## src/design/sbp_coarse_to_fine_prolongation_macros.svh

```systemverilog
// ----------------------------------------------------------------------------
// sbp prolongation assertion macros
// shared concurrent assertion forms used by the prolongation design
// ----------------------------------------------------------------------------
`ifndef SBP_COARSE_TO_FINE_PROLONGATION_MACROS_SVH
`define SBP_COARSE_TO_FINE_PROLONGATION_MACROS_SVH

// same-cycle implication
`define SBP_ASSERT_IMPL(label, clk, rst_n, ante, cons) \
    label: assert property (@(posedge clk) disable iff (!rst_n) (ante) |-> (cons)) \
        else $error("sbp assertion failed");

// next-cycle implication
`define SBP_ASSERT_NEXT(label, clk, rst_n, ante, cons) \
    label: assert property (@(posedge clk) disable iff (!rst_n) (ante) |=> (cons)) \
        else $error("sbp assertion failed");

`endif

```

## src/design/sbp_pkg.sv

```systemverilog
// ----------------------------------------------------------------------------
// sbp_pkg
// types, constants and weight tables of the order 4/2 prolongation
// ----------------------------------------------------------------------------
package sbp_pkg;

    localparam int DEF_MAX_COARSE  = 4096;
    localparam int DEF_SAMPLE_BITS = 24;
    localparam int MIN_COARSE      = 11;
    localparam int CFG_BITS        = 13;
    localparam int WIN             = 7;
    localparam int WT_BITS         = 18;
    localparam int FRAC_BITS       = 16;
    localparam int QUEUE_DEPTH     = 4;

    typedef logic signed [WT_BITS-1:0] t_wt;
    typedef t_wt [WIN-1:0] t_wvec;

    typedef enum logic [1:0] {
        K_START,
        K_MID,
        K_END
    } t_kind;

    typedef struct packed {
        t_kind      kind;
        logic [2:0] c_small;
    } t_job;

    localparam int BND_W [10][7] = '{
        '{64984, 1104, -552, 0, 0, 0, 0},
        '{26636, 45033, -6132, 0, 0, 0, 0},
        '{-974, 67485, -974, 0, 0, 0, 0},
        '{-4228, 37129, 36732, -4096, 0, 0, 0},
        '{-616, 1232, 64920, 0, 0, 0, 0},
        '{-1333, -663, 33995, 37632, -4096, 0, 0},
        '{-3148, 7662, -5879, 66901, 0, 0, 0},
        '{-861, 2490, -6493, 37632, 36864, -4096, 0},
        '{327, -654, 327, 0, 65536, 0, 0},
        '{1488, -3061, 1658, -4181, 36864, 36864, -4096}
    };

    localparam t_wvec STENCIL = {18'sd0, 18'sd0, 18'sd0,
                                 -18'sd4096, 18'sd36864, 18'sd36864, -18'sd4096};
    localparam t_wt   UNITY   = 18'sd65536;

    // boundary row i seen from the recent window, newest sample is coarse c
    function automatic t_wvec start_row(input logic [3:0] i, input logic [2:0] c);
        t_wvec      w;
        logic [2:0] col;
        w = '0;
        for (int a = 0; a < WIN; a++) begin
            col = c - 3'(a);
            if (3'(a) <= c && i <= 4'd9) begin
                w[a] = t_wt'(BND_W[i][col]);
            end
        end
        return w;
    endfunction

    function automatic t_wvec row_weights(input t_kind kind, input logic [2:0] c,
                                          input logic [3:0] k);
        t_wvec      w;
        logic [4:0] i;
        logic [3:0] j;
        w = '0;
        i = {1'b0, c, 1'b0} + 5'(k) - 5'd3;
        j = 4'd9 - k;
        case (kind)
            K_START: begin
                w = start_row(k, 3'd2);
            end
            K_MID: begin
                if (i <= 5'd9) begin
                    w = start_row(i[3:0], c);
                end else if (k == 4'd0) begin
                    w = STENCIL;
                end else begin
                    w[1] = UNITY;
                end
            end
            K_END: begin
                for (int a = 0; a < WIN; a++) begin
                    if (j <= 4'd9) begin
                        w[a] = t_wt'(BND_W[j][a]);
                    end
                end
            end
            default: begin
                w = '0;
            end
        endcase
        return w;
    endfunction

    function automatic logic [3:0] last_k(input t_kind kind);
        logic [3:0] r;
        case (kind)
            K_START: r = 4'd2;
            K_MID:   r = 4'd1;
            K_END:   r = 4'd9;
            default: r = 4'd0;
        endcase
        return r;
    endfunction

endpackage

```

## src/design/sbp_queue.sv

```systemverilog
// ----------------------------------------------------------------------------
// sbp_queue
// small job queue between the front and the back
// ----------------------------------------------------------------------------
`include "sbp_coarse_to_fine_prolongation_macros.svh"

module sbp_queue #(
    parameter int WIDTH = 8,
    parameter int DEPTH = sbp_pkg::QUEUE_DEPTH
) (
    input  logic             i_clk,
    input  logic             i_rst_n,
    input  logic             i_push,
    input  logic [WIDTH-1:0] i_data,
    input  logic             i_pop,
    output logic [WIDTH-1:0] o_data,
    output logic             o_empty,
    output logic             o_full
);
    import sbp_pkg::*;

    localparam int PW = (DEPTH > 1) ? $clog2(DEPTH) : 1;
    localparam int CW = $clog2(DEPTH + 1);

    logic [WIDTH-1:0] r_mem [DEPTH];
    logic [PW-1:0]    r_wp, r_rp;
    logic [CW-1:0]    r_cnt, n_cnt;

    assign o_empty = (r_cnt == '0);
    assign o_full  = (r_cnt == CW'(DEPTH));
    assign o_data  = r_mem[r_rp];

    always_comb begin
        n_cnt = r_cnt;
        if (i_push && !i_pop) begin
            n_cnt = r_cnt + CW'(1);
        end else if (!i_push && i_pop) begin
            n_cnt = r_cnt - CW'(1);
        end
    end

    always_ff @(posedge i_clk) begin
        if (!i_rst_n) begin
            r_wp  <= '0;
            r_rp  <= '0;
            r_cnt <= '0;
        end else begin
            r_cnt <= n_cnt;
            if (i_push) begin
                r_wp <= (r_wp == PW'(DEPTH - 1)) ? '0 : r_wp + PW'(1);
            end
            if (i_pop) begin
                r_rp <= (r_rp == PW'(DEPTH - 1)) ? '0 : r_rp + PW'(1);
            end
        end
    end

    always_ff @(posedge i_clk) begin
        if (i_push) begin
            r_mem[r_wp] <= i_data;
        end
    end

    `SBP_ASSERT_IMPL(a_no_overflow, i_clk, i_rst_n, i_push, !o_full)
    `SBP_ASSERT_IMPL(a_no_underflow, i_clk, i_rst_n, i_pop, !o_empty)
    `SBP_ASSERT_NEXT(a_fill_step, i_clk, i_rst_n, i_push && !i_pop, r_cnt == $past(r_cnt) + CW'(1))

endmodule

```

## config.mk

```make
export PLATFORM = sky130hd
export DESIGN_NAME = sbp_queue
export DESIGN_NICKNAME = d
export VERILOG_FILES = /design/src/design/sbp_pkg.sv /design/src/design/sbp_queue.sv
export VERILOG_INCLUDE_DIRS = /design/src /design/src/design
export SDC_FILE = /design/constraint.sdc
export NUM_CORES = 1
export LEC_CHECK = 0
export ABC_AREA = 1
export BUFFER_PORTS_ARGS = -buffer_cell sky130_fd_sc_hd__buf_2
export CORE_AREA = 2 2 72 74
export DETAILED_ROUTE_END_ITERATION = 8
export DIE_AREA = 0 0 74 76
export SKIP_LAST_GASP = 1
export SYNTH_ARGS = -nofsm -noshare
export SYNTH_HDL_FRONTEND = slang
export SYNTH_SLANG_ARGS = --single-unit
```

## constraint.sdc

```tcl
create_clock -name i_clk -period 1.73 [get_ports i_clk]
set_clock_uncertainty 0.05 [all_clocks]
set_input_delay 0.0865 -clock i_clk [delete_from_list [all_inputs] [get_ports i_clk]]
set_output_delay 0.0865 -clock i_clk [all_outputs]
set_load 0.01 [all_outputs]
```

==> Word-level counts from Yosys, hierarchy flattened <==
Memory sizes are Yosys's and may differ from the RTL's. A register that Yosys moved wholly into a read port is not among the register bits.
Index checks and enable logic that the tools add are counted.
Widths: inputs -> output; s select.
{ "word_totals": {"register_bits": 7, "ramBits": 32, "in_bits": 12, "output_inout_bits": 10, "n_memories": 1} }
{ "mem_list": {"columns": ["memory", "depth", "width", "rd", "rd_ports_with_merged_regs", "wr", "line_no", "rtl"], "rows": [
  ["r_mem", 4, 8, 1, 1, 1, "sbp_queue.sv:25", "logic [WIDTH-1:0] r_mem [DEPTH];"]
]} }
{ "op_classes": {"add_sub_neg": 4, "eq_ne": 3, "n_mux": 8, "reduce_logical": 6} }
{ "ops": {"columns": ["operator", "count"], "rows": [
  ["$mux 2", 4],
  ["$mux 3", 2],
  ["$add 2x1->2 const B", 2],
  ["$eq 2x2->1 const B", 2],
  ["$add 3x1->3 const B", 1],
  ["$eq 3x3->1 const B", 1],
  ["$logic_not 3->1", 1],
  ["$sub 3x1->3 const B", 1],
  ["$logic_and 1x1->1", 2],
  ["$logic_not 1->1", 2],
  ["$mux 1", 2],
  ["$reduce_bool 2->1", 1]
]} }

==> Longest topological paths before layout <==
Gate-level depths: netlist of the first run.
{ "logic_depth": {"depth_word": 4, "ltp_mapped": 10, "depth_no_buf": 10} }

==> Least setup slack after synthesis of the first run <==
OpenSTA, ideal clock, no wires.
{ "synth_timing": {"path_kind": "flip-flop to flip-flop", "from": "register r_cnt[0]", "to": "register r_cnt[2]", "t_arrival_ps": 1039, "required_ps": 1570, "path_slack_ps": 532, "path_stages_with_launch": 8, "n_path_buf": 0, "cell_sequence": "dfxtp_1 -> fa_1 -> inv_1 -> nand2_1 -> nand3_1 -> nand2_1 -> inv_1 -> nor2_1"} }
{ "synth_between": {"elab_chain_cells": 3, "elab_cells_between_ends": 4, "classes_between": "2 x add/sub; 2 x mux"} }
{ "synth_rtl": {"columns": ["item", "line_no", "rtl"], "rows": [
  ["start, declared", "sbp_queue.sv:27", "logic [CW-1:0] r_cnt, n_cnt;"],
  ["start signal, assigned", "sbp_queue.sv:48", "r_cnt <= n_cnt;"],
  ["$sub 3x1->3", "sbp_queue.sv:38", "n_cnt = r_cnt - CW'(1);"],
  ["$mux 3", "sbp_queue.sv:37", "end else if (!i_push && i_pop) begin"],
  ["$mux 3 (*)", "sbp_queue.sv:35", "if (i_push && !i_pop) begin"]
]} }
Mark *: on every way between the ends. The rest lies on a longest branch, timed or not. The select of a mux whose other input is x is not followed.
A chain may end at the register's enable or synchronous reset.

==> metrics.md, run 1 <==
| Metric | Value |
|---|---|
| H-tree Lvls | 2 |
| Number of distinct library cells after synthesis | 19 |
| # clock sinks | 41 |
| Post-synthesis instance area | 1652 um2 |
| Result of the run | finished clean |
| Most common cell after layout, fill and taps aside | sky130_fd_sc_hd__edfxtp_1 |
| Largest area contributor in the synthesized netlist | sky130_fd_sc_hd__edfxtp_1 |
| Achievable clock frequency | 661.3 MHz |
| Final Hold Fails | 0 |
| Critical path data required time | 1590 ps |
| Classification of the worst-slack hold path | in2reg |
| Normalized max-slew margin | 75.55% |
| Post-synth EDFFs | 32 |
| Number of nets in the final layout | 190 |
| Worst hold slack | 24.57 ps |
| Beginning of the worst hold path | i_rst_n |
| Slowest cell on the critical path | sky130_fd_sc_hd__dfxtp_1 |
| Share of cells above drive strength 1 | 20.93% |
| FF+latch count, synth | 41 |
| Total Die Area | 5624 um2 |
| Routed via count | 1032 |
| DPL Wire Length | 1919 um |
| Final standard cell count with taps included and fillers excluded | 242 |
| Routed len/inst | 11.61 um |
| Sequential fraction of the synthesis area | 69.09% |
| Least-Margin Pin Slew | 366.3 ps |
| Unrepaired setup endpoints after global routing | no |
| Post-synthesis to final-layout area growth | 21.29% |
| DR DRC count | 0 |
| Critical path start-end classification | reg2out |
| Setup slack of the worst register-to-register path | 440 ps |
| Post-Route WL | 2810 um |
| Area share of the largest cell type after synthesis | 58.18% |
| Largest stage delay, worst path | 540 ps |
| Capture point of the worst reg-to-reg path | r_mem[0][5] |
| Cells along the critical path | inv_2 > o21ai_0 > o22ai_1 > buf_2 |
| Synthesized netlist cell count | 135 |
| Clock tree from TritonCTS | built |
| Antenna Violating Nets Remaining | 0 |
| Placeable Area | 4912 um2 |
| TritonRoute pass-1 iters | 4 |
| Part of the cycle the worst path needs | 87.41% |
| Async SR Flop Fraction | 0% |
| Root buf cell | sky130_fd_sc_hd__clkbuf_8 |
| Clock-pin slew of the registers on the worst-case setup and hold paths | 70 ps |
| Startpoint type of the worst setup path | flip-flop |
| Setup_tns | 0 ps |
| Number of antenna violations at the first check in global routing | 0 |
| Number of nets in the synthesized netlist | 154 |
| Synthesized area divided by synthesized cell count | 12.23 um2 |
| Number of ports placed on the die boundary | 22 |
| Kind of end point of the critical path | output port |
| Max FO, Critical Path | 9 |
| Worst hold stages | 3 |
| Top cells by area in the synthesized netlist | sky130_fd_sc_hd__edfxtp_1 (58%), sky130_fd_sc_hd__dfxtp_1 (11%), sky130_fd_sc_hd__nor2_1 (5.0%), sky130_fd_sc_hd__ha_1 (4.5%), sky130_fd_sc_hd__o21ai_0 (4.5%) |
| Leakage power | 0.7996 nW |
| Number of buffers added for setup after CTS | 0 |
| Worst IR Drop VDD | 0.5039 mV |
| Initial core utilization | 33.62% |
| Critical register-to-register path startpoint | r_wp[0] |
| Buffer levels on the longest clock path | 2 |
| Maximum Capacitance Violations | 0 |
| Min cycle time layout | 1512 ps |
| Total of warnings raised by yosys | 0 |
| Vertical die dimension | 76 um |
| Die Width | 74 um |
| Antenna diode count | 0 |
| Number of buffers created by CTS | 5 |
| Wire length of the first global-routing pass | 4554 um |
| Capture endpoint of the worst hold path | r_cnt[2] |
| Overall overflow remaining after global route | 0 |
| Cell depth of the worst flop-to-flop path | 4 |
| Most used flip-flop cell after synthesis | sky130_fd_sc_hd__edfxtp_1 |
| Areal power density over the cells | 997.3 nW/um2 |
| Number of global-route vias before repair | 997 |
| Starting DRC count in detailed routing | 88 |
| Worst EP arrival | 1380 ps |
| Number of vias per cell after detailed routing | 4.264 |
| Placer's final routability congestion estimate | 0.6597 |
| Setup violations, final | 0 |
| Commonest non-fill, non-tap cells in the layout | sky130_fd_sc_hd__edfxtp_1 (32), sky130_fd_sc_hd__nor2_1 (22), sky130_fd_sc_hd__buf_2 (21) |
| Final Max Slew Viols | 0 |
| Port-buffer cells | 21 |
| Post-Route Utilization | 40.78% |
| Overall Global Routing Usage | 10.74% |
| Number of standard-cell rows in the floorplan | 26 |
| Number of instances in the placed design | 226 |
| Maximum number of pins on one net before global-route repair | 17 |
| Insertion delay to the later sink of the worst-skew pair | 280 ps |
cells by family (layout without fill, tap and decap cells):
kind of cell               after synthesis  count (layout)  share of synthesized area, %
DFF                                     41              41                         69.09
and+or+nand+nor                         38              38                         9.470
AOI/OAI and AO/OA                       30              30                         10.15
buffers and inverters                   18              55                         4.999
adders and majority gates                7               7                         5.758
xor gates and xnor gates                 1               1                        0.5304
Yosys cell counts (2+ instances only):
master,count
sky130_fd_sc_hd__nor2_1,22
sky130_fd_sc_hd__inv_1,15
sky130_fd_sc_hd__edfxtp_1,32
sky130_fd_sc_hd__o21ai_2,2
sky130_fd_sc_hd__o22ai_1,8
sky130_fd_sc_hd__o21ai_1,2
sky130_fd_sc_hd__dfxtp_1,9
sky130_fd_sc_hd__buf_6,2
sky130_fd_sc_hd__o21ai_0,15
sky130_fd_sc_hd__nor2_2,2
sky130_fd_sc_hd__nand2_1,8
sky130_fd_sc_hd__ha_1,6
sky130_fd_sc_hd__a21oi_1,3
sky130_fd_sc_hd__nor3_1,4
flip-flops by register name, indices dropped and copies added (netlist names), named ones only:
signal	count
r_rp	2
r_mem	32
r_wp	2
r_cnt	3
worst max path at each step:
stage / cells after the start / slack, ps / to
final: 4 / 220 / o_data[1]
after global routing: 4 / 110 / o_data[1]
after CTS: 4 / 90 / o_data[1]
after detailed placement: 11 / 350 / r_cnt[2]
after global placement: 11 / 380 / r_cnt[2]
after floorplan: 7 / 530 / r_cnt[2]
timing repair:
| item | CTS | global route |
|---|---|---|
| resized for setup | 0 | 1 |
| endpoints found under the setup margin | 0 | 1 |
| hold buffers | 8 | 0 |
| hold endpoints to repair | 32 | 0 |
layer usage:
metal / part of all wire, % / track usage [%] / vias to the layer above
met4: 0.78 / 3.818 / 0
li1: - / - / 542
met5: 0 / 0 / -
met3: 3.7 / 3.175 / 3
met2: 48 / 17.32 / 24
met1: 48 / 13.54 / 463
metrics by stage:
stage                     setup slack [ps]  power, mW  cell area [um2]
after floorplan                      531.7      1.324             1652
after global placement               378.4      1.418             1837
after detailed placement             345.3      1.420             1837
after CTS                            90.24      2.023             2003
after global routing                 114.8      2.104             2003
final                                217.8      1.998             2003
worst max-delay path, delay by kind of cell, from the launching register on:
family,cells,cell delay [ps]
flip-flops,1,540
AO/OA/AOI/OAI,2,240
buffers and inverters,2,320
where the power goes:
part,switching (mW),internal (mW),total [mW]
clock network,0.313,0.278,0.591
registers,0.0329,1.12,1.15
logic,0.150,0.107,0.257
total,0.495,1.50,2.00
final cells by class:
type                            instances  area, um2
Fill cell                             452       2909
Sequential cell                        41       1141
Multi-Input combinational cell         76      427.9
Timing Repair Buffer                   31      200.2
Tap cell                               70      87.58
Clock buffer                            5      68.82
Inverter                               16      60.06
Clock inverter                          3      17.52
Power figures use the tool's default switching activity.
==> run 2: changes to the inputs <==
Settings changed: CORE_AREA 2 2 72 74 to 2 2 55 96, DIE_AREA 0 0 74 76 to 0 0 57 98.
==> run 2 against run 1 <==
  * Final cell count shrank 7.0%
  * Via count increased by 5.1%
  * Non-clock buffer count shrank 1
  * Combinational power hardly changed
  * Clock power increased by 49%
  * First-iteration DRC count decreased by 55%
  * Die area down 0.68%
  * Critical endpoint is now o_data[7]
  * Largest cell class unchanged
  * Largest power group unchanged
==> metrics.md, run 2 (synthesis results as in run 1) <==
| Metric | Value |
|---|---|
| Clock tree from TritonCTS | built |
| Final standard cell count with taps included and fillers excluded | 225 |
| Normalized max-slew margin | 74.99% |
| DPL Wire Length | 2244 um |
| Port-buffer cells | 21 |
| Final Hold Fails | 0 |
| Post-layout instance area | 2024 um2 |
| Achievable clock frequency | 657.6 MHz |
| Routed len/inst | 13.68 um |
| Worst IR Drop VDD | 0.7876 mV |
| Max FO, Critical Path | 9 |
| Maximum Capacitance Violations | 0 |
| Post-Route Utilization | 41.74% |
| Least-Margin Pin Slew | 374.8 ps |
| Initial core utilization | 34.06% |
| Cell depth of the worst flop-to-flop path | 3 |
| Leakage power | 0.8175 nW |
| Vertical die dimension | 98 um |
| Critical path data required time | 1590 ps |
| Cell area after placement | 1809 um2 |
| Share of cells above drive strength 1 | 21.05% |
| Number of vias per cell after detailed routing | 4.822 |
| Overall overflow remaining after global route | 0 |
| Antenna Violating Nets Remaining | 0 |
| Areal power density over the cells | 1132 nW/um2 |
| Post-Route WL | 3078 um |
| Setup_tns | 0 ps |
| Met2 Routed Length | 1729 um |
| Number of antenna violations at the first check in global routing | 0 |
| Kind of end point of the critical path | output port |
| Number of instances in the placed design | 209 |
| H-tree Lvls | 2 |
| Wire length of the first global-routing pass | 5209 um |
| Post-synthesis to final-layout area growth | 22.58% |
| Die Width | 57 um |
| DR top layer | met4 |
| Number of buffers created by CTS | 5 |
| Placer's final routability congestion estimate | 0.6994 |
| Detailed-routed wire length on met3 | 90 um |
| Critical path start-end classification | reg2out |
| Starting DRC count in detailed routing | 40 |
| Min cycle time layout | 1521 ps |
| Worst hold stages | 3 |
| Result of the run | finished clean |
| Total Die Area | 5586 um2 |
| Number of buffers added for setup after CTS | 0 |
| Clock-pin slew of the registers on the worst-case setup and hold paths | 70 ps |
| Part of the cycle the worst path needs | 87.91% |
| Commonest non-fill, non-tap cells in the layout | sky130_fd_sc_hd__edfxtp_1 (32), sky130_fd_sc_hd__nor2_1 (22), sky130_fd_sc_hd__buf_2 (21) |
| Pre-CTS WS | 313.5 ps |
| Largest register by flop count | r_mem |
| Startpoint type of the worst setup path | flip-flop |
| # clock sinks | 41 |
| Root buf cell | sky130_fd_sc_hd__clkbuf_8 |
| Insertion delay to the later sink of the worst-skew pair | 280 ps |
| Number of ports placed on the die boundary | 22 |
| Routed via count | 1085 |
| Most common cell after layout, fill and taps aside | sky130_fd_sc_hd__edfxtp_1 |
| Number of nets in the final layout | 189 |
| Placeable Area | 4850 um2 |
| Number of inserted filler cells in the final layout | 484 |
| Overall Global Routing Usage | 11.96% |
| Unrepaired setup endpoints after global routing | no |
| Worst EP arrival | 1380 ps |
| Antenna diode count | 0 |
| Max reg flops | 32 |
| DR DRC count | 0 |
| Classification of the worst-slack hold path | in2reg |
| Wire length on met1 | 1233 um |
| TritonRoute pass-1 iters | 4 |
| Maximum number of pins on one net before global-route repair | 17 |
| Number of global-route vias before repair | 1203 |
| Setup violations, final | 0 |
| Final Max Slew Viols | 0 |
| Worst Slack Setup Final | 209.2 ps |
| Largest regs | r_mem: 32 flops, r_cnt: 3 flops |
| Buffer levels on the longest clock path | 2 |
| Number of standard-cell rows in the floorplan | 34 |
## run 2: what timing repair did
| item | CTS | global route |
|---|---|---|
| endpoints found under the setup margin | 0 | 1 |
| hold buffers | 8 | 0 |
| endpoints found under the hold margin | 32 | 0 |
| gates resized for setup | 0 | 1 |
## run 2: path summary, 6_finish.rpt
check	startpoint	endpoint	slack, ps
worst max-delay path	flip-flop	o_data[7]	210
worst min-delay path	i_rst_n	r_cnt[2]	30
worst max register to register	r_wp[0]	r_mem[3][0]	400
worst min register to register	r_wp[1]	r_wp[1]	500
## run 2: critical path, stage by stage, from the launching register on
cell	delay, ps
sky130_fd_sc_hd__dfxtp_1	510
sky130_fd_sc_hd__inv_1	230
sky130_fd_sc_hd__o21ai_0	130
sky130_fd_sc_hd__o22ai_1	90
sky130_fd_sc_hd__buf_2	140
## run 2: where the power goes
group | leakage (nW) | switching (mW) | internal, mW
Sequential | 0.369 | 0.0371 | 1.12
Clock | 0.0681 | 0.309 | 0.573
Combinational | 0.380 | 0.151 | 0.106
Total | 0.818 | 0.496 | 1.80
## run 2: per-stage QoR
stage	hold WS [ps]	power, mW
after detailed placement	262.1	1.422
after CTS	16.63	2.325
final	25.62	2.292
after global routing	25.04	2.405
after global placement	251.0	1.406
after floorplan	135.4	1.324
## run 2: final cells by class
| cell class | instances | area, um2 | area share [%] |
|---|---|---|---|
| Clock inverter | 3 | 65.06 | 3.214 |
| Clock buffer | 5 | 68.82 | 3.399 |
| Sequential cell | 41 | 1142 | 56.43 |
| Multi-Input combinational cell | 76 | 427.9 | 21.14 |
| Inverter | 16 | 60.06 | 2.967 |
| Timing Repair Buffer | 30 | 192.7 | 9.518 |
| Tap cell | 54 | 67.56 | 3.337 |
## run 2: metal layers
metal  vias up  global-route usage, %
li1        542                      -
met1       517                  12.06
met2        24                  22.90
met3         2                  2.781
met4         0                  4.293
met5         -                      0
