<file path="config.mk">
export PLATFORM = sky130hd
export DESIGN_NAME = sbp_front
export DESIGN_NICKNAME = d
export VERILOG_FILES = /design/src/design/sbp_coarse_to_fine_prolongation_macros.svh /design/src/design/sbp_pkg.sv /design/src/design/sbp_front.sv
export SDC_FILE = /design/constraint.sdc
export NUM_CORES = 1
export LEC_CHECK = 0
export BUFFER_PORTS_ARGS = -buffer_cell sky130_fd_sc_hd__buf_2
export CORE_ASPECT_RATIO = 1.2
export CORE_MARGIN = 2
export CORE_UTILIZATION = 52
export DETAILED_ROUTE_END_ITERATION = 6
export PLACE_DENSITY = 0.8
export RECOVER_POWER = 100
export REMOVE_ABC_BUFFERS = 1
export SYNTH_ARGS = -nofsm -noshare
export SYNTH_HDL_FRONTEND = slang
export SYNTH_SLANG_ARGS = --single-unit
</file>
<file path="constraint.sdc">
create_clock -name i_clk -period 3.1 [get_ports i_clk]
set_input_delay 0.31 -clock i_clk [delete_from_list [all_inputs] [get_ports i_clk]]
set_output_delay 0.31 -clock i_clk [all_outputs]
set_load 0.005 [all_outputs]
</file>
<file path="src/design/sbp_coarse_to_fine_prolongation_macros.svh">
// ----------------------------------------------------------------------------
// sbp prolongation assertion macros
// shared concurrent assertion forms used by the prolongation design
// ----------------------------------------------------------------------------
`ifndef SBP_COARSE_TO_FINE_PROLONGATION_MACROS_SVH
`define SBP_COARSE_TO_FINE_PROLONGATION_MACROS_SVH

// same-cycle implication
`define SBP_ASSERT_IMPL(label, clk, rst_n, ante, cons) \
    label: assert property (@(posedge clk) disable iff (!rst_n) (ante) |-> (cons)) \
        else $error("sbp assertion failed");

// next-cycle implication
`define SBP_ASSERT_NEXT(label, clk, rst_n, ante, cons) \
    label: assert property (@(posedge clk) disable iff (!rst_n) (ante) |=> (cons)) \
        else $error("sbp assertion failed");

`endif

</file>
<file path="src/design/sbp_pkg.sv">
// ----------------------------------------------------------------------------
// sbp_pkg
// types, constants and weight tables of the order 4/2 prolongation
// ----------------------------------------------------------------------------
package sbp_pkg;

    localparam int DEF_MAX_COARSE  = 4096;
    localparam int DEF_SAMPLE_BITS = 24;
    localparam int MIN_COARSE      = 11;
    localparam int CFG_BITS        = 13;
    localparam int WIN             = 7;
    localparam int WT_BITS         = 18;
    localparam int FRAC_BITS       = 16;
    localparam int QUEUE_DEPTH     = 4;

    typedef logic signed [WT_BITS-1:0] t_wt;
    typedef t_wt [WIN-1:0] t_wvec;

    typedef enum logic [1:0] {
        K_START,
        K_MID,
        K_END
    } t_kind;

    typedef struct packed {
        t_kind      kind;
        logic [2:0] c_small;
    } t_job;

    localparam int BND_W [10][7] = '{
        '{64984, 1104, -552, 0, 0, 0, 0},
        '{26636, 45033, -6132, 0, 0, 0, 0},
        '{-974, 67485, -974, 0, 0, 0, 0},
        '{-4228, 37129, 36732, -4096, 0, 0, 0},
        '{-616, 1232, 64920, 0, 0, 0, 0},
        '{-1333, -663, 33995, 37632, -4096, 0, 0},
        '{-3148, 7662, -5879, 66901, 0, 0, 0},
        '{-861, 2490, -6493, 37632, 36864, -4096, 0},
        '{327, -654, 327, 0, 65536, 0, 0},
        '{1488, -3061, 1658, -4181, 36864, 36864, -4096}
    };

    localparam t_wvec STENCIL = {18'sd0, 18'sd0, 18'sd0,
                                 -18'sd4096, 18'sd36864, 18'sd36864, -18'sd4096};
    localparam t_wt   UNITY   = 18'sd65536;

    // boundary row i seen from the recent window, newest sample is coarse c
    function automatic t_wvec start_row(input logic [3:0] i, input logic [2:0] c);
        t_wvec      w;
        logic [2:0] col;
        w = '0;
        for (int a = 0; a < WIN; a++) begin
            col = c - 3'(a);
            if (3'(a) <= c && i <= 4'd9) begin
                w[a] = t_wt'(BND_W[i][col]);
            end
        end
        return w;
    endfunction

    function automatic t_wvec row_weights(input t_kind kind, input logic [2:0] c,
                                          input logic [3:0] k);
        t_wvec      w;
        logic [4:0] i;
        logic [3:0] j;
        w = '0;
        i = {1'b0, c, 1'b0} + 5'(k) - 5'd3;
        j = 4'd9 - k;
        case (kind)
            K_START: begin
                w = start_row(k, 3'd2);
            end
            K_MID: begin
                if (i <= 5'd9) begin
                    w = start_row(i[3:0], c);
                end else if (k == 4'd0) begin
                    w = STENCIL;
                end else begin
                    w[1] = UNITY;
                end
            end
            K_END: begin
                for (int a = 0; a < WIN; a++) begin
                    if (j <= 4'd9) begin
                        w[a] = t_wt'(BND_W[j][a]);
                    end
                end
            end
            default: begin
                w = '0;
            end
        endcase
        return w;
    endfunction

    function automatic logic [3:0] last_k(input t_kind kind);
        logic [3:0] r;
        case (kind)
            K_START: r = 4'd2;
            K_MID:   r = 4'd1;
            K_END:   r = 4'd9;
            default: r = 4'd0;
        endcase
        return r;
    endfunction

endpackage

</file>
<file path="src/design/sbp_front.sv">
// ----------------------------------------------------------------------------
// sbp_front
// accepts coarse samples, keeps the recent window and frame position,
// and queues one job per sample that produces fine samples
// ----------------------------------------------------------------------------
module sbp_front #(
    parameter int MAX_COARSE  = sbp_pkg::DEF_MAX_COARSE,
    parameter int SAMPLE_BITS = sbp_pkg::DEF_SAMPLE_BITS
) (
    input  logic                               i_clk,
    input  logic                               i_rst_n,
    input  logic                               i_valid,
    output logic                               o_stall,
    input  logic [SAMPLE_BITS-1:0]             i_sample,
    input  logic                               i_cfg_valid,
    output logic                               o_cfg_ready,
    input  logic [sbp_pkg::CFG_BITS-1:0]       i_cfg_data,
    input  logic                               i_full,
    output logic                               o_push,
    output logic [SAMPLE_BITS*sbp_pkg::WIN-1:0] o_win,
    output sbp_pkg::t_job                      o_job
);
    import sbp_pkg::*;

    localparam int CW = $clog2(MAX_COARSE);
    localparam int NW = $clog2(MAX_COARSE + 1);
    localparam int XW = NW + 1;

    logic [CW-1:0]          r_cnt, n_cnt;
    logic [NW-1:0]          r_len, n_len;
    logic [SAMPLE_BITS-1:0] r_win [WIN];
    logic [SAMPLE_BITS-1:0] n_win [WIN];
    logic                   accept, cfg_wr;
    logic                   is_start, is_mid, is_end;
    logic [XW-1:0]          c, n;
    int unsigned            cfg_val;

    assign o_stall     = i_full;
    assign o_cfg_ready = 1'b1;
    assign accept      = i_valid && !i_full;
    assign cfg_wr      = i_cfg_valid;

    assign c        = XW'(r_cnt);
    assign n        = XW'(r_len);
    assign is_start = (c == XW'(2));
    assign is_mid   = (c >= XW'(3)) && (c + XW'(5) <= n);
    assign is_end   = (c + XW'(1) == n);

    always_comb begin
        cfg_val = unsigned'(32'(i_cfg_data));
        if (cfg_val < MIN_COARSE) begin
            n_len = NW'(MIN_COARSE);
        end else if (cfg_val > MAX_COARSE) begin
            n_len = NW'(MAX_COARSE);
        end else begin
            n_len = NW'(cfg_val);
        end
    end

    always_comb begin
        n_win[0] = i_sample;
        for (int a = 1; a < WIN; a++) begin
            n_win[a] = r_win[a-1];
        end
    end

    always_comb begin
        n_cnt = r_cnt;
        if (cfg_wr) begin
            n_cnt = '0;
        end else if (accept) begin
            n_cnt = is_end ? '0 : r_cnt + CW'(1);
        end
    end

    always_ff @(posedge i_clk) begin
        if (!i_rst_n) begin
            r_cnt <= '0;
            r_len <= NW'(MIN_COARSE);
        end else begin
            r_cnt <= n_cnt;
            if (cfg_wr) begin
                r_len <= n_len;
            end
        end
    end

    always_ff @(posedge i_clk) begin
        if (!i_rst_n) begin
            for (int a = 0; a < WIN; a++) begin
                r_win[a] <= '0;
            end
        end else if (accept) begin
            r_win <= n_win;
        end
    end

    always_comb begin
        for (int a = 0; a < WIN; a++) begin
            o_win[a*SAMPLE_BITS +: SAMPLE_BITS] = n_win[a];
        end
        o_push          = accept && (is_start || is_mid || is_end);
        o_job.c_small   = (r_cnt > CW'(7)) ? 3'd7 : r_cnt[2:0];
        if (is_start) begin
            o_job.kind = K_START;
        end else if (is_end) begin
            o_job.kind = K_END;
        end else begin
            o_job.kind = K_MID;
        end
    end

endmodule

</file>
After elaboration in Yosys (flattened, before gate mapping)
Cells that the tools add are included.
Widths: inputs -> output; s select.
{ "op_classes": {"magnitude_cmp": 5, "reduce_logical": 7, "eq_ne": 2, "n_addsub": 3, "bitwise": 1, "n_shift": 0, "multipliers": 0, "div_mod_pow": 0, "mux": 6} }
{ "op_table": {"columns": ["cell", "n"], "rows": [
  ["$mux 13", 2],
  ["$add 12x1->13 const B", 1],
  ["$add 12x3->13 const B", 1],
  ["$eq 13x13->1", 1],
  ["$gt 13x13->1 const B", 1],
  ["$le 13x13->1", 1],
  ["$lt 13x4->1 const B", 1],
  ["$add 12x1->12 const B", 1],
  ["$eq 12x2->1 const B", 1],
  ["$ge 12x2->1 const B", 1],
  ["$gt 12x3->1 const B", 1],
  ["$mux 12", 1],
  ["$mux 2", 2],
  ["$logic_and 1x1->1", 3],
  ["$mux 3", 1],
  ["$logic_or 1x1->1", 2],
  ["$reduce_or 2->1", 1],
  ["$logic_not 1->1", 1],
  ["$not 1->1", 1]
]} }
{ "word_totals": {"latchBits": 0, "ramBits": 0, "mem_bits_ro": 0, "regBits": 169, "n_memories": 0} }

Logic depth before layout (Yosys ltp)
Gate-level depths: netlist of the first run.
{ "depth": {"depth_word": 6, "mapped_depth": 13} }

Worst setup path before layout of the first run
OpenSTA, ideal clock, no wires.
{ "synth_path": {"path_kind": "register to output", "from": "reg r_cnt[0]", "to": "out o_push", "path_slack_ps": 267, "path_stages_with_launch": 14, "arrival_ps": 2523, "path_cell_list": "dfxtp_1 -> ha_1 -> buf_2 -> o21ai_0 -> or2_2 -> nor2_1 -> xor2_1 -> ha_1 -> a21o_1 -> a21o_1 -> a21oi_1 -> o21a_1 -> o22ai_1 -> a21oi_1"} }
{ "synth_via": {"elab_chain_cells": 6, "elab_cells_between_ends": 10, "cone_classes": "add/sub: 2; order compare: 2; eq/ne: 2; reduce/logical: 4"} }
{ "synth_rtl": {"columns": ["item", "line_no", "source"], "rows": [
  ["start, declared", "sbp_front.sv:29", "logic [CW-1:0] r_cnt, n_cnt;"],
  ["start signal, assigned", "sbp_front.sv:81", "r_cnt <= n_cnt;"],
  ["$add 12x3->13", "sbp_front.sv:46", "assign is_mid = (c >= XW'(3)) && (c + XW'(5) <= n);"],
  ["$le 13x13->1", "sbp_front.sv:46", null],
  ["$logic_and 1x1->1", "sbp_front.sv:46", null],
  ["$logic_or 1x1->1", "sbp_front.sv:102", "o_push = accept && (is_start || is_mid || is_end);"],
  ["$logic_or 1x1->1 *", "sbp_front.sv:102", null],
  ["$logic_and 1x1->1 *", "sbp_front.sv:102", null],
  ["end, declared", "sbp_front.sv:19", "output logic o_push,"]
]} }
Every way passes the cells marked *; elsewhere a longest branch is shown, timed or not.

Final worst setup path of the first run
{ "layout_path": {"from": "reg r_cnt[1]", "to": "out o_push"} }
The elaborated chain is that of the path after synthesis.

==> impl_results.md, run 1 <==
* Number of global-route vias before repair at 6108
* Comb power frac at 6.2%
* Post-synth ARST share at 0%
* Worst Path Arrival at 2940 ps
* Peak VDD IR at 0.422 mV
* Syn-to-layout area delta at 23.8%
* CTS sink cnt at 169
* CP max stage cell: dfxtp_4
* Int Pwr at 3720 uW
* Root Buffer: clkbuf_16
* PD cells at 515 nW/um2
* Worst Setup EP: o_push
* Startpoint Class: flip-flop
* First-pass GRT wire length at 29500 um
* R2R Setup Slk at 420 ps
* Cell mode on critical path: a21o_1
* Flops & latches, synth at 169
* DR vias at 6624
* Worst Path Required at 2790 ps
* Failing checks: negative setup slack
* Detail Route Antenna Nets at 0
* CTS H-tree depth at 4
* Placement Cell Area at 8550 um2
* Detailed Route WL at 18200 um
* Final Core Density at 65.1%
* CP Launch Point: r_cnt[1]
* Post-route insts no fill at 1289
* Post-synth EDFFs at 0
* Setup WS pre-CTS at 76.9 ps
* Reg2reg start: r_cnt[0]
* Syn avg cell area at 8.06 um2
* Kind of critical path: reg -> out
* ANT cells at 0
* Gp weighted congestion at 0.910
* CTS tree: built
* Syn Inst Count at 929
* Tmin final at 3250 ps
* Average wire per standard cell at 14.1 um
* Final hold vios at 0
* Die H at 135 um
* Warnings from Yosys at 0
* Unrepaired setup endpoints after global routing: yes
* WP depth at 13
* Final Setup Violations at 1
* Core ar. at 14200 um2
* Initial Utilization at 52.6%
* CP Cell Sequence: ha_2, o21ai_1, or2_4, nor2_2, xor2_1, ha_1, a21o_1, a21o_1, a21oi_1, o21a_1, o22ai_1, a21oi_2, buf_2
* Status: complete, but fails checks
* Switching pwr at 1050 uW
* Initial DRC Count at 321
* Sw frac at 22.0%
* CP endpoint kind: output pin
* Post-synthesis sequential area ratio at 45.2%
* Residual DRC count at 0
* Clk network pwr share at 47.1%
* DP Cell Count at 1253
* Post-DP HPWL at 12800 um
* Port bufs at 216
* Initial antenna violation count at 0
* Most frequent cells in the layout: nand2_1 (315), buf_2 (209), dfxtp_1 (166)
* Commonest non-fill, non-tap cell in the layout: nand2_1
* Die area at 15400 um2
* Skew final at 5.56 ps
* Count of pins over their slew limit at 0
* Worst hold stages at 3
* Final hold slack at 101 ps
* Fmax at 0.308 GHz
* CTS max path bufs at 2
* Synthesized area at 7480 um2
* Fin crit share at 105%
* Worst r2r dst: r_cnt[3]
* Core Rows at 48
* CP max FO at 4
* Cts hold-fix bufs at 0
* Design area at 9260 um2
* Net count, final at 1158
* Num CTS Buffers at 17
* Leakage power at 0.00387 uW
* Synth area leaders: dfxtp_1 (45%), nand2_1 (16%), a21boi_0 (14%), clkbuf_1 (2.8%), buf_4 (2.6%)
* Clock latency on the worst-skew pair at 430 ps
* Largest area contributor in the netlist: dfxtp_1
* Crit path buf inv count at 1
* Type of the worst min-delay path: in -> reg
* Primary FF master, synth: dfxtp_1
* Via density at 5.14
* Post-synth top area share at 45.2%
* Normalized max-slew margin at 43.5%
* Crit-path max cell delay at 370 ps
* Worst path top cell family by delay: compound AO/OA/AOI/OAI gates
* Synth cell types at 49
* Largest net degree at the start of global routing at 96
* IO Pins at 218
* GR Overflow Total at 0
* Pre-antenna DRT Iters at 5
* Final Worst Setup Slack at -149 ps
* All-layer global routing usage at 23.8%
* Die Wd at 114 um
* Worst Tran Pin Value at 848 ps
* Max-Cap Viols at 0
* Clock transition at path regs at 60 ps
* Fraction of layout cells with a size suffix above 1 at 25.9%
* FF-to-FF path depth at 12
* Reg power frac at 46.6%
==> cells in the mapped netlist, types with 8 or more instances <==
cell type,instances
nand2_1,316
dfxtp_1,169
a21boi_0,144
clkbuf_1,56
buf_4,26
nor2_1,19
a21oi_1,18
xnor2_1,18
inv_1,17
ha_1,15
nand3_1,13
o21ai_0,11
buf_2,8
nor3_1,8
==> cell families (layout without fill, tap and decap cells) <==
| logic type | count (synthesis) | after routing | share of synthesized area, % |
|---|---|---|---|
| adder cells (fa/ha/maj) | 15 | 15 | 2.51 |
| other | 1 | 1 | 0.0501 |
| buffers and inverters | 109 | 294 | 7.11 |
| flip-flops | 169 | 169 | 45.2 |
| multiplexers | 1 | 1 | 0.134 |
| AND/OR/NAND/NOR | 402 | 402 | 22.4 |
| AO/OA/AOI/OAI | 209 | 209 | 19.9 |
| XOR/XNOR | 23 | 23 | 2.69 |
==> metrics by stage <==
stage	TNS (ps)	power, uW
floorplan	-352660	2410
global placement	0	2560
detailed placement	0	2560
CTS	-181	4800
global route	-516	4940
finish	-149	4770
==> flip-flops by register name, summed over array words and instances, names as in the netlist <==
name / count
r_len: 13
r_cnt: 12
o_win: 144
==> cell type report <==
type | instances | area, um2
clock buffer | 22 | 464
clock inverter | 10 | 164
fill | 1203 | 4970
inverter | 17 | 66.3
multi-input combinational | 651 | 3640
sequential | 169 | 3390
tap | 175 | 219
timing repair buffer | 245 | 1320
==> tightest hold or removal path, stage by stage <==
cell	delay [ps]
buf_2	90
nand2_1	40
o21ai_0	50
==> routing by layer <==
layer  track usage (%)  vias up  share of wire, %
met2              39.6      171                51
met5                 0        -                 0
met4              9.82        0               2.5
li1                  -     3373                 -
met3              5.86       35               4.9
met1              29.5     3045                41
==> timing repair <==
| item | CTS | global route |
|---|---|---|
| setup endpoints to repair | 3 | 3 |
| gates resized for setup | 14 | 5 |
| buffers inserted | 3 | 1 |
| pin swaps | 7 | 7 |
| cloned | 0 | 0 |
==> power groups by stage <==
stage / Sequential (uW) / Clock, uW / Combinational (uW)
finish: 2220 / 2250 / 298
detailed placement: 2270 / 0 / 292
global route: 2230 / 2380 / 332
CTS: 2220 / 2280 / 299
global placement: 2270 / 0 / 290
floorplan: 2270 / 0 / 140
==> worst min path at each step <==
stage	start	end	slack [ps]
final	i_cfg_data[6]	r_len[6]	100
after global routing	i_cfg_data[6]	r_len[6]	100
after CTS	i_cfg_data[6]	r_len[6]	90
after detailed placement	o_win[167]	o_win[167]	450
after global placement	o_win[160]	o_win[160]	450
after floorplan	i_cfg_data[10]	r_len[10]	420
Power figures use the tool's default switching activity.
==> inputs of run 2 (changes only) <==
--- a/config.mk
+++ b/config.mk
@@ -10,9 +10,12 @@
 export CORE_MARGIN = 2
 export CORE_UTILIZATION = 52
 export DETAILED_ROUTE_END_ITERATION = 6
+export GPL_TIMING_DRIVEN = 0
 export PLACE_DENSITY = 0.8
 export RECOVER_POWER = 100
 export REMOVE_ABC_BUFFERS = 1
+export SETUP_SLACK_MARGIN = 0.5
+export SLEW_MARGIN = 5
 export SYNTH_ARGS = -nofsm -noshare
 export SYNTH_HDL_FRONTEND = slang
 export SYNTH_SLANG_ARGS = --single-unit
==> impl_results.md, run 2 (synthesized netlist as in run 1, its figures left out) <==
* Most frequent cells in the layout: nand2_1 (315), dfxtp_1 (160), a21boi_0 (144)
* Clock latency on the worst-skew pair at 430 ps
* CP Cell Sequence: inv_4, ha_4, inv_4, ha_4, nand2_4, a221o_1, a2111o_1, a211oi_2, nand4_4, a21boi_2, a21oi_1, buf_2
* Worst Path Arrival at 2940 ps
* Commonest non-fill, non-tap cell in the layout: nand2_1
* Leakage power at 0.00342 uW
* Detailed Route WL at 17900 um
* CP endpoint kind: output pin
* Initial DRC Count at 286
* Failing checks: max-capacitance violations, max-slew violations, negative setup slack
* Routing usage on met1 at 28.1%
* CTS tree: built
* Pre-antenna DRT Iters at 5
* Normalized max-slew margin at -10.1%
* Type of the worst min-delay path: in -> reg
* Final Worst Setup Slack at -150 ps
* Reg2reg start: r_cnt[0]
* Final Setup Violations at 3
* Initial Utilization at 52.6%
* Switching pwr at 1060 uW
* Detail Route Antenna Nets at 0
* Fin crit share at 105%
* Final Core Density at 64.4%
* ANT cells at 0
* CP max FO at 4
* Die H at 135 um
* Worst Path Required at 2790 ps
* Number of global-route vias before repair at 6120
* Die area at 15400 um2
* FF-to-FF path depth at 12
* CTS sink cnt at 169
* Fraction of layout cells with a size suffix above 1 at 17.3%
* Clock transition at path regs at 60 ps
* Reg power frac at 47.3%
* Sw frac at 22.6%
* Syn-to-layout area delta at 22.5%
* PD cells at 512 nW/um2
* Initial antenna violation count at 0
* Port bufs at 216
* Largest net degree at the start of global routing at 104
* Core Rows at 48
* Met3 Usage GRT at 6.09%
* CTS max path bufs at 2
* Crit-path max cell delay at 390 ps
* M2 GR Usage at 38.8%
* Average wire per standard cell at 14.0 um
* All-layer global routing usage at 23.3%
* DR vias at 6626
* Largest register FFs at 144
* Worst r2r dst: r_cnt[3]
* Die Wd at 114 um
* Peak VDD IR at 0.413 mV
* Skew final at 6.69 ps
* Worst Setup EP: o_push
* Core ar. at 14200 um2
* Count of pins over their slew limit at 48
* Kind of critical path: reg -> out
* Max-Cap Viols at 1
* Tmin final at 3250 ps
* Unrepaired setup endpoints after global routing: yes
* Status: complete, but fails checks
* Clk network pwr share at 46.1%
* First-pass GRT wire length at 29200 um
* Root Buffer: clkbuf_16
* Worst Tran Pin Value at 1650 ps
* R2R Setup Slk at 320 ps
* Net count, final at 1144
* IO Pins at 218
* Fill count at 1258
* Fmax at 0.308 GHz
* Residual DRC count at 0
* Via density at 5.20
* Startpoint Class: flip-flop
* GR Overflow Total at 0
* Total Negative Setup Slacks at -282 ps
* GR peak layer: met2
* Post-DP HPWL at 12100 um
* Cts hold-fix bufs at 0
* Gp weighted congestion at 0.913
* CTS H-tree depth at 4
* Int Pwr at 3640 uW
* Num CTS Buffers at 17
* CP max stage cell: dfxtp_4
* Final hold vios at 0
* Comb power frac at 6.7%
* CP Launch Point: r_cnt[0]
run 2: cell types whose count changed in the layout (fill, tap and decap cells not counted), moves of 2 or more:
cell / before / now
dfxtp_1: 166 / 160
buf_16: 0 / 4
o21ai_1: 8 / 3
clkinv_2: 2 / 4
buf_2: 209 / 115
clkbuf_1: 9 / 103
dfxtp_4: 1 / 7
buf_4: 28 / 8
o21ai_0: 10 / 14
run 2: per-layer routing:
layer | wire length, um | vias up | part of all wire (%)
met1 | 7480 | 3082 | 42
li1 | - | 3356 | -
met2 | 9020 | 151 | 50
met5 | 0 | - | 0
met4 | 575 | 0 | 3.2
met3 | 822 | 37 | 4.6
run 2: what timing repair did:
item                       4_1_cts  5_1_grt
pin swaps                       11        1
hold endpoints to repair         0        0
cloned                           0        0
buffers inserted                 7        1
gates resized for setup         33        7
setup endpoints to repair       15       15
run 2: power by group through the flow:
stage | registers [uW] | clock network, uW | logic, uW
floorplan | 2270 | 0 | 140
CTS | 2220 | 2210 | 317
detailed placement | 2270 | 0 | 304
global placement | 2270 | 0 | 284
finish | 2220 | 2160 | 312
global route | 2220 | 2290 | 347
run 2: stage by stage:
step,cells,power (uW),instance area (um2),hold WS (ps),worst slack (ps)
after global placement,1228,2560,8320,450,-5520
after detailed placement,1235,2580,8510,453,-470
after global routing,1275,4860,9170,99.2,-287
after floorplan,837,2410,7020,419,-2660
final,1275,4700,9170,93.9,-150
after CTS,1274,4750,9280,77.3,-158
run 2: worst max-delay path, delay by kind of cell (launching register included):
kind / cells / cell delay (ps)
adder cells (fa/ha/maj): 2 / 520
AND/OR/NAND/NOR: 2 / 200
flip-flops: 1 / 390
buffers and inverters: 3 / 230
AO/OA/AOI/OAI: 5 / 1170
run 2: cell type report:
type / instances / area (um2) / share of cell area (%)
Clock inverter: 11 / 144 / 1.57
Tap cell: 175 / 219 / 2.39
Inverter: 17 / 68.8 / 0.750
Timing Repair Buffer: 231 / 1170 / 12.8
Multi-Input combinational cell: 651 / 3690 / 40.3
Clock buffer: 21 / 460 / 5.02
Sequential cell: 169 / 3410 / 37.2
run 2: worst min path at each step:
stage | startpoint | cells past startpoint | slack, ps | end
detailed placement | o_win[154] | 2 | 450 | o_win[154]
floorplan | i_cfg_data[10] | 2 | 420 | r_len[10]
finish | i_cfg_data[8] | 3 | 90 | r_len[8]
CTS | i_cfg_data[8] | 3 | 80 | r_len[8]
global route | i_cfg_data[11] | 3 | 100 | r_len[11]
global placement | o_win[147] | 2 | 450 | o_win[147]
